## src/mne_pkg.sv

```systemverilog
// ----------------------------------------------------------------------------
// mne_pkg
// Shared types and constants for the multilinear neuron evaluator: Q1.14
// widths, coefficient register indexes and the coefficient set struct.
// ----------------------------------------------------------------------------
`default_nettype none

package mne_pkg;

    localparam int DATA_W    = 16;
    localparam int FRAC_BITS = 14;
    localparam int IDX_W     = 3;
    localparam int SUM_W     = 24;

    // product and term widths through the pipe
    localparam int PROD_W  = 2 * DATA_W;          // x * x, x * coeff
    localparam int PAIR_W  = PROD_W - FRAC_BITS;  // pair term, two bits wider than an input
    localparam int PAIRP_W = PAIR_W + DATA_W;     // pair term * x or coeff
    localparam int TRIP_W  = PAIRP_W - FRAC_BITS - 1;
    localparam int TRIPP_W = TRIP_W + DATA_W;

    localparam logic signed [SUM_W-1:0]  ONE_SUM  = SUM_W'(1 << FRAC_BITS);
    localparam logic signed [SUM_W-1:0]  MONE_SUM = -ONE_SUM;
    localparam logic signed [DATA_W-1:0] ONE_OUT  = DATA_W'(1 << FRAC_BITS);
    localparam logic signed [DATA_W-1:0] MONE_OUT = -ONE_OUT;

    typedef enum logic [IDX_W-1:0] {
        IDX_BIAS = 3'd0,
        IDX_A    = 3'd1,
        IDX_B    = 3'd2,
        IDX_AB   = 3'd3,
        IDX_C    = 3'd4,
        IDX_AC   = 3'd5,
        IDX_BC   = 3'd6,
        IDX_ABC  = 3'd7
    } coeff_idx_t;

    typedef struct packed {
        logic signed [DATA_W-1:0] bias;
        logic signed [DATA_W-1:0] a;
        logic signed [DATA_W-1:0] b;
        logic signed [DATA_W-1:0] ab;
        logic signed [DATA_W-1:0] c;
        logic signed [DATA_W-1:0] ac;
        logic signed [DATA_W-1:0] bc;
        logic signed [DATA_W-1:0] abc;
    } coeff_set_t;

endpackage

`default_nettype wire

```

## src/mne_coeff_regs.sv

```systemverilog
// ----------------------------------------------------------------------------
// mne_coeff_regs
// Coefficient register file: eight signed Q1.14 coefficients written
// through a plain write port, cleared to zero on reset.
// ----------------------------------------------------------------------------
`default_nettype none

module mne_coeff_regs
    import mne_pkg::*;
(
    input  wire logic              aclk,
    input  wire logic              aresetn,
    input  wire logic              cfg_we,
    input  wire logic [IDX_W-1:0]  cfg_index,
    input  wire logic [DATA_W-1:0] cfg_wdata,
    output coeff_set_t             coeffs
);

    coeff_set_t coeffs_reg;
    coeff_set_t coeffs_next;

    always_comb begin
        coeffs_next = coeffs_reg;
        if (cfg_we) begin
            case (coeff_idx_t'(cfg_index))
                IDX_BIAS: coeffs_next.bias = cfg_wdata;
                IDX_A:    coeffs_next.a    = cfg_wdata;
                IDX_B:    coeffs_next.b    = cfg_wdata;
                IDX_AB:   coeffs_next.ab   = cfg_wdata;
                IDX_C:    coeffs_next.c    = cfg_wdata;
                IDX_AC:   coeffs_next.ac   = cfg_wdata;
                IDX_BC:   coeffs_next.bc   = cfg_wdata;
                IDX_ABC:  coeffs_next.abc  = cfg_wdata;
                default:  coeffs_next = coeffs_reg;
            endcase
        end
    end

    always_ff @(posedge aclk) begin
        if (!aresetn) begin
            coeffs_reg <= '0;
        end else begin
            coeffs_reg <= coeffs_next;
        end
    end

    assign coeffs = coeffs_reg;

endmodule

`default_nettype wire

```

## config.mk

```make
export PLATFORM = sky130hd
export DESIGN_NAME = mne_coeff_regs
export DESIGN_NICKNAME = d
export VERILOG_FILES = /design/src/mne_pkg.sv /design/src/mne_coeff_regs.sv
export SDC_FILE = /design/constraint.sdc
export NUM_CORES = 1
export LEC_CHECK = 0
export BUFFER_PORTS_ARGS = -buffer_cell sky130_fd_sc_hd__buf_2
export CAP_MARGIN = 20
export CORE_ASPECT_RATIO = 1.75
export CORE_MARGIN = 1
export CORE_UTILIZATION = 30
export CTS_CLUSTER_SIZE = 40
export DETAILED_ROUTE_END_ITERATION = 7
export PLACE_DENSITY = 0.61
export RECOVER_POWER = 25
export SYNTH_ARGS = -nofsm -noshare
export SYNTH_HDL_FRONTEND = slang
export SYNTH_SLANG_ARGS = --single-unit
```

## constraint.sdc

```tcl
create_clock -name aclk -period 2.72 [get_ports aclk]
set_input_delay 0.272 -clock aclk [delete_from_list [all_inputs] [get_ports aclk]]
set_output_delay 0.272 -clock aclk [all_outputs]
set_load 0.01 [all_outputs]
```

**Word level (Yosys, flattened, before mapping)**

Index checks and enable logic that the tools add are counted.

- Input bits: 22
- Flip-flop bits (word level): 128
- Output and inout bits: 128
- Logic and storage cells: 24

- Equality and inequality tests: 7
- Reductions and logical operators: 9

Operators with widths:

| kind | count |
|---|---|
| 2-bit AND reduction | 8 |
| 3-bit equality test, second input constant | 4 |
| 3-bit by 2-bit equality test with 1-bit output, second input constant | 2 |
| 3-bit by 1-bit equality test with 1-bit output, second input constant | 1 |
| 3-bit logical NOT | 1 |

**Logic depth before layout (Yosys ltp)**

Gate-level depths: netlist of the first run.

- Depth in word-level cells: 2
- Mapped depth: 5
- Depth with buffers taken out: 2

**Worst setup path after synthesis of the first run**

Ideal clock, no wire load.

- Kind: input port to flip-flop
- From: input cfg_index[0]
- To: register coeffs_reg (netlist bit coeffs[118])
- Required time: 2.594 ns
- Path buffers: 2
- Stages: 4
- Library setup time: 0.126 ns
- Slack: 1.395 ns
- Data arrival time: 1.199 ns
- Path through: or4b_1 > buf_6 > buf_12 > mux2i_1

- Word-level cells in the longest chain between the ends: 2

RTL lines:

| item | RTL line | RTL |
|---|---|---|
| start: declaration | mne_coeff_regs.sv:14 | `input wire logic [IDX_W-1:0] cfg_index,` |
| 3-bit logical NOT | mne_coeff_regs.sv:25 | `case (coeff_idx_t'(cfg_index))` |
| 2-bit AND reduction (no source line) | - |  |
| end signal: assignment | mne_coeff_regs.sv:43 | `coeffs_reg <= coeffs_next;` |
| end: declaration | mne_coeff_regs.sv:19 | `coeff_set_t coeffs_reg;` |

Every way passes these cells.
A chain may end at the register's enable or synchronous reset.

==> results of run 1 <==
## worst paths after layout
check                start    endpoint  cells past startpoint
max                aresetn  coeffs[58]                      4
min          cfg_wdata[15]  coeffs[79]                      3
max reg2reg     coeffs[58]  coeffs[58]                      2
min reg2reg     coeffs[54]  coeffs[54]                      2
## synthesized netlist by cell type, types with 2 or more instances
cell type	count
nand2_1	144
dfxtp_1	128
mux2i_1	128
buf_2	13
clkbuf_1	11
buf_1	4
nand4b_1	3
nand4bb_1	2
## stage by stage
step	power [uW]	hold WS, ps	setup slack, ps	cell area [sq um]
4_1_cts	4610	377	1360	6130
3_3_place_gp	2230	442	973	5510
3_5_place_dp	2240	445	925	5510
6_report	4560	365	924	6070
5_1_grt	4730	400	741	6070
2_1_floorplan	2120	479	1400	4630
## metal layers
| layer | up-vias | global-route usage |
|---|---|---|
| met3 | 21 | 0.0394 |
| li1 | 1756 | - |
| met4 | 0 | 0.0727 |
| met2 | 88 | 0.324 |
| met5 | - | 0 |
| met1 | 1735 | 0.180 |
## worst min-delay path: stages
cell and delay, ps:
buf_2 80, nand2_1 190, mux2i_1 180
## cell families (layout without fill, tap and decap cells)
logic type / Yosys count / after routing
DFF: 128 / 128
buffers and inverters: 31 / 189
and+or+nand+nor: 152 / 152
muxes: 128 / 128
## area by class of cell
cell class                      instances  area (sq um)
Sequential cell                       128          2560
Clock inverter                         11           155
Multi-Input combinational cell        280          1910
Fill cell                            1512          8920
Clock buffer                           21           470
Tap cell                              183           229
Timing Repair Buffer                  157           747
## power groups by stage
stage	Combinational, uW	Sequential, uW	Clock [uW]
3_3_place_gp	250	1980	0
5_1_grt	268	1940	2520
3_5_place_dp	255	1980	0
2_1_floorplan	125	2000	0
6_report	245	1940	2370
4_1_cts	256	1940	2420
==> results.toml, run 1 <==
[logic_synthesis]
ys_async_sr_fraction = 0
synth_top_area_frac = 0.554
synth_compound_area_frac = 0
synthTopCellsByArea = "dfxtp_1, mux2i_1, nand2_1"
synth_edf_count = 0
syn_area_sq_mm = 0.00463
synth_warnings = 0
yosys.area_share.simple = 0.135
synth.distinct_cells = 14
synth_top_family_by_area = "multiplexers"
yosys.area.top_type = "dfxtp_1"
synth_fa_ha_area_frac = 0
ys.flop_type = "dfxtp_1"
seq_area_frac_synth = 0.554
synth-seq-cells = 128
syn_area_per_cell_sq_um = 10.5
syn-num-nets = 461
syn-instance-count = 439
synth_xor_area_frac = 0
synthMuxAreaShare = 0.277

[grt]
grt_max_degree = 60
grt_pass1_wl_um = 20300
grt.total_usage = 0.174
grt_pass1_vias = 3664
overflow = 0
antenna_found_initial = 0

[cts]
cts_setup_buffers = 0
clkSinkCount = 128
clockBufferDepth = 2
htree_levels = 4
numCtsBuffers = 17
clk_pin_slew_worst_paths_ps = 50
ctsResizeCount = 0
clock-root-buffer = "clkbuf_16"
cts_tree = "built"
cts_hold_buffers = 0
clock_latency_ps = 400

[routing]
wire_per_inst_um = 16.9
first_iter_violations = 130
drcViolationCount = 0
avgViaCountPerCell = 4.62
top_layer = "met4"
wl_um = 13100
dr.pass1.iters = 4
vias = 3600
wirelength_met1_um = 5070
wl_met3_um = 390
wl_met2_um = 7380
drtAntennaViolNets = 0

[placement]
port_buffers = 149
gp_congestion = 0.721
place_inst = 748
dp_hpwl_um = 9400

[worst_setup_path]
cp_data_required_time_ps = 3040
cp-start-kind = "input pin"
crit_fanout = 59
crit_type = "in -> reg"
max_stage_delay_ps = 880
crit_slowest_cell = "clkbuf_2"
path_buf_inv = 2
worstPathCellList = "clkbuf_2 -> buf_4 -> nand2_1 -> mux2i_1"
arrival_ps = 2110
r2r_slack_ps = 2050
cp-end-kind = "flop"
path_delay_family = "buffers and inverters"

[die]
core_area_sq_mm = 0.0150
dieArea_sq_mm = 0.0159
boundaryPins = 150
dieHeight_um = 166
rows = 59
die_w_um = 95.9
start_util = 0.309

[cells_and_area]
final_cells = 780
layout_commonest_cell = "nand2_1"
mostFrequentLayoutCells = "nand2_1, mux2i_1, dfxtp_1"
nets = 606
antennaDiodeCount = 0
area_growth_pct = 31.1
final_util = 0.405
layout-drive-gt1-share = 0.240
largest_register_ffs = 128

[sta]
finClkSkew_ps = 0
hold_viol_final = 0
tightest_slew_ps = 1220
period_minus_slack_ps = 1800
drv_slew = 0
timing.fmax_mhz = 557
period_share = 0.660
setup_viol = 0
max_slew_margin = 0.185
rsz0062_at_grt = "false"
final.setup.tns_ps = 0

[power_and_ir_drop]
p_per_area_mw_per_mm2 = 750
internal-power_uw = 3520
ir_drop_mv = 0.319
p_leak_uw = 0.00320
swShare = 0.227
p_clk_frac = 0.520
p_switching_uw = 1030
p_seq_frac = 0.426
power_frac_comb = 0.054

[status]
status = "completed"

[worst_hold_path]
min_path_type = "in -> reg"

[run]
maxCapViolCount = 0
(Power assumes the default switching activity.)
==> run 2, diff against run 1 <==
==> constraint.sdc (replaced) <==
create_clock -name aclk -period 1.78 [get_ports aclk]
set_input_delay 0.178 -clock aclk [delete_from_list [all_inputs] [get_ports aclk]]
set_output_delay 0.178 -clock aclk [all_outputs]
set_load 0.01 [all_outputs]
==> run 2 against run 1 <==
- total power rose by 54%
- core utilization up 0.66 points
- clock skew is the same
- largest power group unchanged
- die area stayed put
==> results.toml, run 2 (synthesized netlist as in run 1, its figures left out) <==
[sta]
tightest_slew_ps = 816
hold_ws_ps = 269
finClkSkew_ps = 0
rsz0062_at_grt = "false"
period_minus_slack_ps = 1220
hold_viol_final = 0
drv_slew = 0
timing.fmax_mhz = 823
max_slew_margin = 0.455
final.setup.tns_ps = 0
period_share = 0.683
setup_viol = 0

[worst_setup_path]
r2r_slack_ps = 1120
worstReg2RegStart = "coeffs[12]"
crit_fanout = 16
rr_worst_depth = 2
r2r_end = "coeffs[12]"
crit_slowest_cell = "or4b_1"
crit_type = "in -> reg"
cp-end-kind = "flop"
cp_data_required_time_ps = 2040
arrival_ps = 1480
cp-start-kind = "input pin"
max_stage_delay_ps = 540
worstPathCellList = "clkbuf_1 -> or4b_1 -> clkbuf_2 -> mux2i_1"

[status]
status = "completed"

[routing]
vias = 3648
wl_um = 13400
dr.pass1.iters = 4
wire_per_inst_um = 17.1
drtAntennaViolNets = 0
first_iter_violations = 123
drcViolationCount = 0
avgViaCountPerCell = 4.64

[cts]
cts_hold_buffers = 0
clock_latency_ps = 410
ctsResizeCount = 0
clockBufferDepth = 2
htree_levels = 4
numCtsBuffers = 17
clkSinkCount = 128
cts_tree = "built"
cts_setup_buffers = 0
clk_pin_slew_worst_paths_ps = 60
clock-root-buffer = "clkbuf_16"

[worst_hold_path]
min_path_type = "in -> reg"
holdPathEnd = "coeffs[96]"
hold_start = "aresetn"
holdPathStages = 3

[cells_and_area]
nFillCells = 1481
nets = 612
mostFrequentLayoutCells = "buf_2, nand2_1, mux2i_1, dfxtp_1, clkbuf_16"
area_growth_pct = 33.3
layout-drive-gt1-share = 0.322
antennaDiodeCount = 0
layout_commonest_cell = "buf_2"
largest_register_ffs = 128

[die]
rows = 59
boundaryPins = 150
dieHeight_um = 166
start_util = 0.309
dieArea_sq_mm = 0.0159
core_area_sq_mm = 0.0150
die_w_um = 95.9

[grt]
grt_max_degree = 49
grt_pass1_vias = 3596
antenna_found_initial = 0
grt_pass1_wl_um = 20100
overflow = 0
grt.total_usage = 0.173

[power_and_ir_drop]
p_per_area_mw_per_mm2 = 1140
ir_drop_mv = 0.502
p_leak_uw = 0.00344

[placement]
dp_hpwl_um = 9640
port_buffers = 149
gp_congestion = 0.729

[run]
maxCapViolCount = 0
## run 2: routing by layer
layer  GRT usage  wire length, um  vias to the layer above
met1       0.176             5090                     1762
met5           0                0                        -
met4      0.0629              169                        0
li1            -                -                     1769
met2       0.329             7690                      107
met3      0.0412              451                       10
## run 2: worst max path at each step
stage,cells past startpoint,endpoint,slack [ps],startpoint
global placement,3,coeffs[11],360,cfg_we
floorplan,4,coeffs[118],550,cfg_index[0]
global route,4,coeffs[123],490,cfg_index[0]
finish,4,coeffs[120],560,cfg_index[0]
CTS,1,coeffs[100],660,coeffs[100]
detailed placement,3,coeffs[10],270,cfg_we
## run 2: cell type report
type	count	area, sq um	area share
flip-flops and latches	128	2560	0.415
repair buffers	163	850	0.138
clock buffers	21	460	0.0746
well taps	183	229	0.0371
multi-input cells	280	1910	0.309
clock inverters	11	161	0.0262
## run 2: worst max-delay path, delay by kind of cell
kind / cells / cell delay, ps
mux: 1 / 220
simple gates: 1 / 540
buf+inv: 2 / 530
## run 2: power breakdown
part           leakage [uW]  switching, uW  internal [uW]
clock              0.000307           1250           2410
combinational       0.00210            250            141
sequential          0.00104           34.2           2930
## run 2: stage by stage
stage          instances  worst slack [ps]  cell area [sq um]  total power (uW)  utilization
4_1_cts              786               660               6170              7080        0.412
3_5_place_dp         754               274               5550              3430        0.370
3_3_place_gp         754               362               5550              3420        0.370
2_1_floorplan        439               549               4630              3240            -
6_report             786               565               6170              7010        0.412
5_1_grt              786               485               6170              7250        0.412
==> run 3, diff against run 2 <==
--- a/config.mk
+++ b/config.mk
@@ -12,7 +12,7 @@
 export CORE_UTILIZATION = 30
 export CTS_CLUSTER_SIZE = 40
 export DETAILED_ROUTE_END_ITERATION = 7
-export PLACE_DENSITY = 0.61
+export PLACE_DENSITY = 0.63
 export RECOVER_POWER = 25
 export SYNTH_ARGS = -nofsm -noshare
 export SYNTH_HDL_FRONTEND = slang
==> constraint.sdc (replaced) <==
create_clock -name aclk -period 1.1 [get_ports aclk]
set_input_delay 0.11 -clock aclk [delete_from_list [all_inputs] [get_ports aclk]]
set_output_delay 0.11 -clock aclk [all_outputs]
set_load 0.01 [all_outputs]
==> run 3 against run 2 <==
- critical path depth decreased by 3
- worst hold slack got worse by 160 ps
- die area unchanged
- worst setup slack got worse by 510 ps
- total power increased by 62%
- flip-flop and latch count unchanged
==> results.toml, run 3 (synthesized netlist as in run 1, its figures left out) <==
[placement]
pre_cts_slack_ps = -188
dp_hpwl_um = 9960
gp_congestion = 0.722
port_buffers = 149

[status]
status = "completed"

[worst_setup_path]
crit_type = "reg -> out"
crit_fanout = 2
cp_data_required_time_ps = 990
cp-start-kind = "flop"
path_delay_family = "flip-flops"
path_buf_inv = 1
crit_slowest_cell = "dfxtp_1"
worstPathCellList = "buf_2"
cp-end-kind = "output port"
arrival_ps = 930
max_stage_delay_ps = 380

[sta]
period_share = 0.949
drv_slew = 0
tightest_slew_ps = 583
hold_viol_final = 0
timing.fmax_mhz = 958
max_slew_margin = 0.611
finClkSkew_ps = 0
setup_viol = 0
fin_ws_ps = 56.2
period_minus_slack_ps = 1040
hold_ws_ps = 107
rsz0062_at_grt = "false"

[cts]
clock-root-buffer = "clkbuf_16"
htree_levels = 4
clockBufferDepth = 2
cts_setup_buffers = 0
clock_latency_ps = 400
ctsResizeCount = 0
cts_hold_buffers = 0
clk_pin_slew_worst_paths_ps = 60
cts_tree = "built"
clkSinkCount = 128
numCtsBuffers = 17

[grt]
grt_pass1_vias = 3893
antenna_found_initial = 0
overflow = 0
grt_pass1_wl_um = 20500
grt_max_degree = 39
grt.total_usage = 0.175

[die]
boundaryPins = 150
rows = 59
core_area_sq_mm = 0.0150
dieHeight_um = 166
start_util = 0.309
dieArea_sq_mm = 0.0159
die_w_um = 95.9

[routing]
dr.pass1.iters = 4
wire_per_inst_um = 16.7
first_iter_violations = 103
vias = 3744
avgViaCountPerCell = 4.66
drcViolationCount = 0
drtAntennaViolNets = 0
wl_um = 13400

[power_and_ir_drop]
p_per_area_mw_per_mm2 = 1790
ir_drop_mv = 0.741
report.power.total_uw = 11400
p_leak_uw = 0.00354

[run]
maxCapViolCount = 0

[cells_and_area]
mostFrequentLayoutCells = "buf_2, nand2_1, mux2i_1, dfxtp_1, buf_4"
nets = 630
area_growth_pct = 37.6
layout_commonest_cell = "buf_2"
largest_register_ffs = 128
antennaDiodeCount = 0
layout-drive-gt1-share = 0.343

[worst_hold_path]
min_path_type = "in -> reg"
## run 3: cell types whose count changed in the layout (fill, tap and decap cells not counted), sizes merged
cell and change:
clkinvlp +1, clkbuf +4, bufinv -1, buf +14
clkinv -2, inv +2
## run 3: area by class of cell
| cell class | instances | area, sq um |
|---|---|---|
| fill | 1474 | 8620 |
| sequential | 128 | 2560 |
| multi-input combinational | 280 | 1900 |
| timing repair buffer | 181 | 1050 |
| clock buffer | 21 | 470 |
| tap | 183 | 229 |
| clock inverter | 11 | 154 |
## run 3: metrics by stage
stage	utilization	setup TNS, ps	instances	cell area (sq um)
2_1_floorplan	-	-469	439	4630
3_3_place_gp	0.389	-2870	772	5830
4_1_cts	0.430	0	804	6450
5_1_grt	0.425	0	804	6370
3_5_place_dp	0.389	-3410	772	5830
6_report	0.425	0	804	6370
## run 3: final timing paths
path                     start           to  slack [ps]  cells past startpoint
setup reg to reg   coeffs[122]  coeffs[122]         460                      2
hold / removal    cfg_wdata[8]    coeffs[8]         110                      4
setup / recovery   coeffs[122]  coeffs[122]          60                      1
hold reg to reg     coeffs[55]   coeffs[55]         460                      2
## run 3: report_power, final
part | internal (uW) | leakage, uW | switching, uW | total (uW)
clock network | 3770 | 0.000300 | 2110 | 5880
logic | 292 | 0.00220 | 412 | 704
registers | 4740 | 0.00104 | 55.3 | 4800
total | 8800 | 0.00354 | 2570 | 11400
## run 3: metal layers
metal	track usage	wire, um	vias to the layer above
li1	-	-	1802
met1	0.170	4960	1815
met2	0.331	7570	104
met3	0.0385	465	23
met4	0.0870	403	0
met5	0	0	-
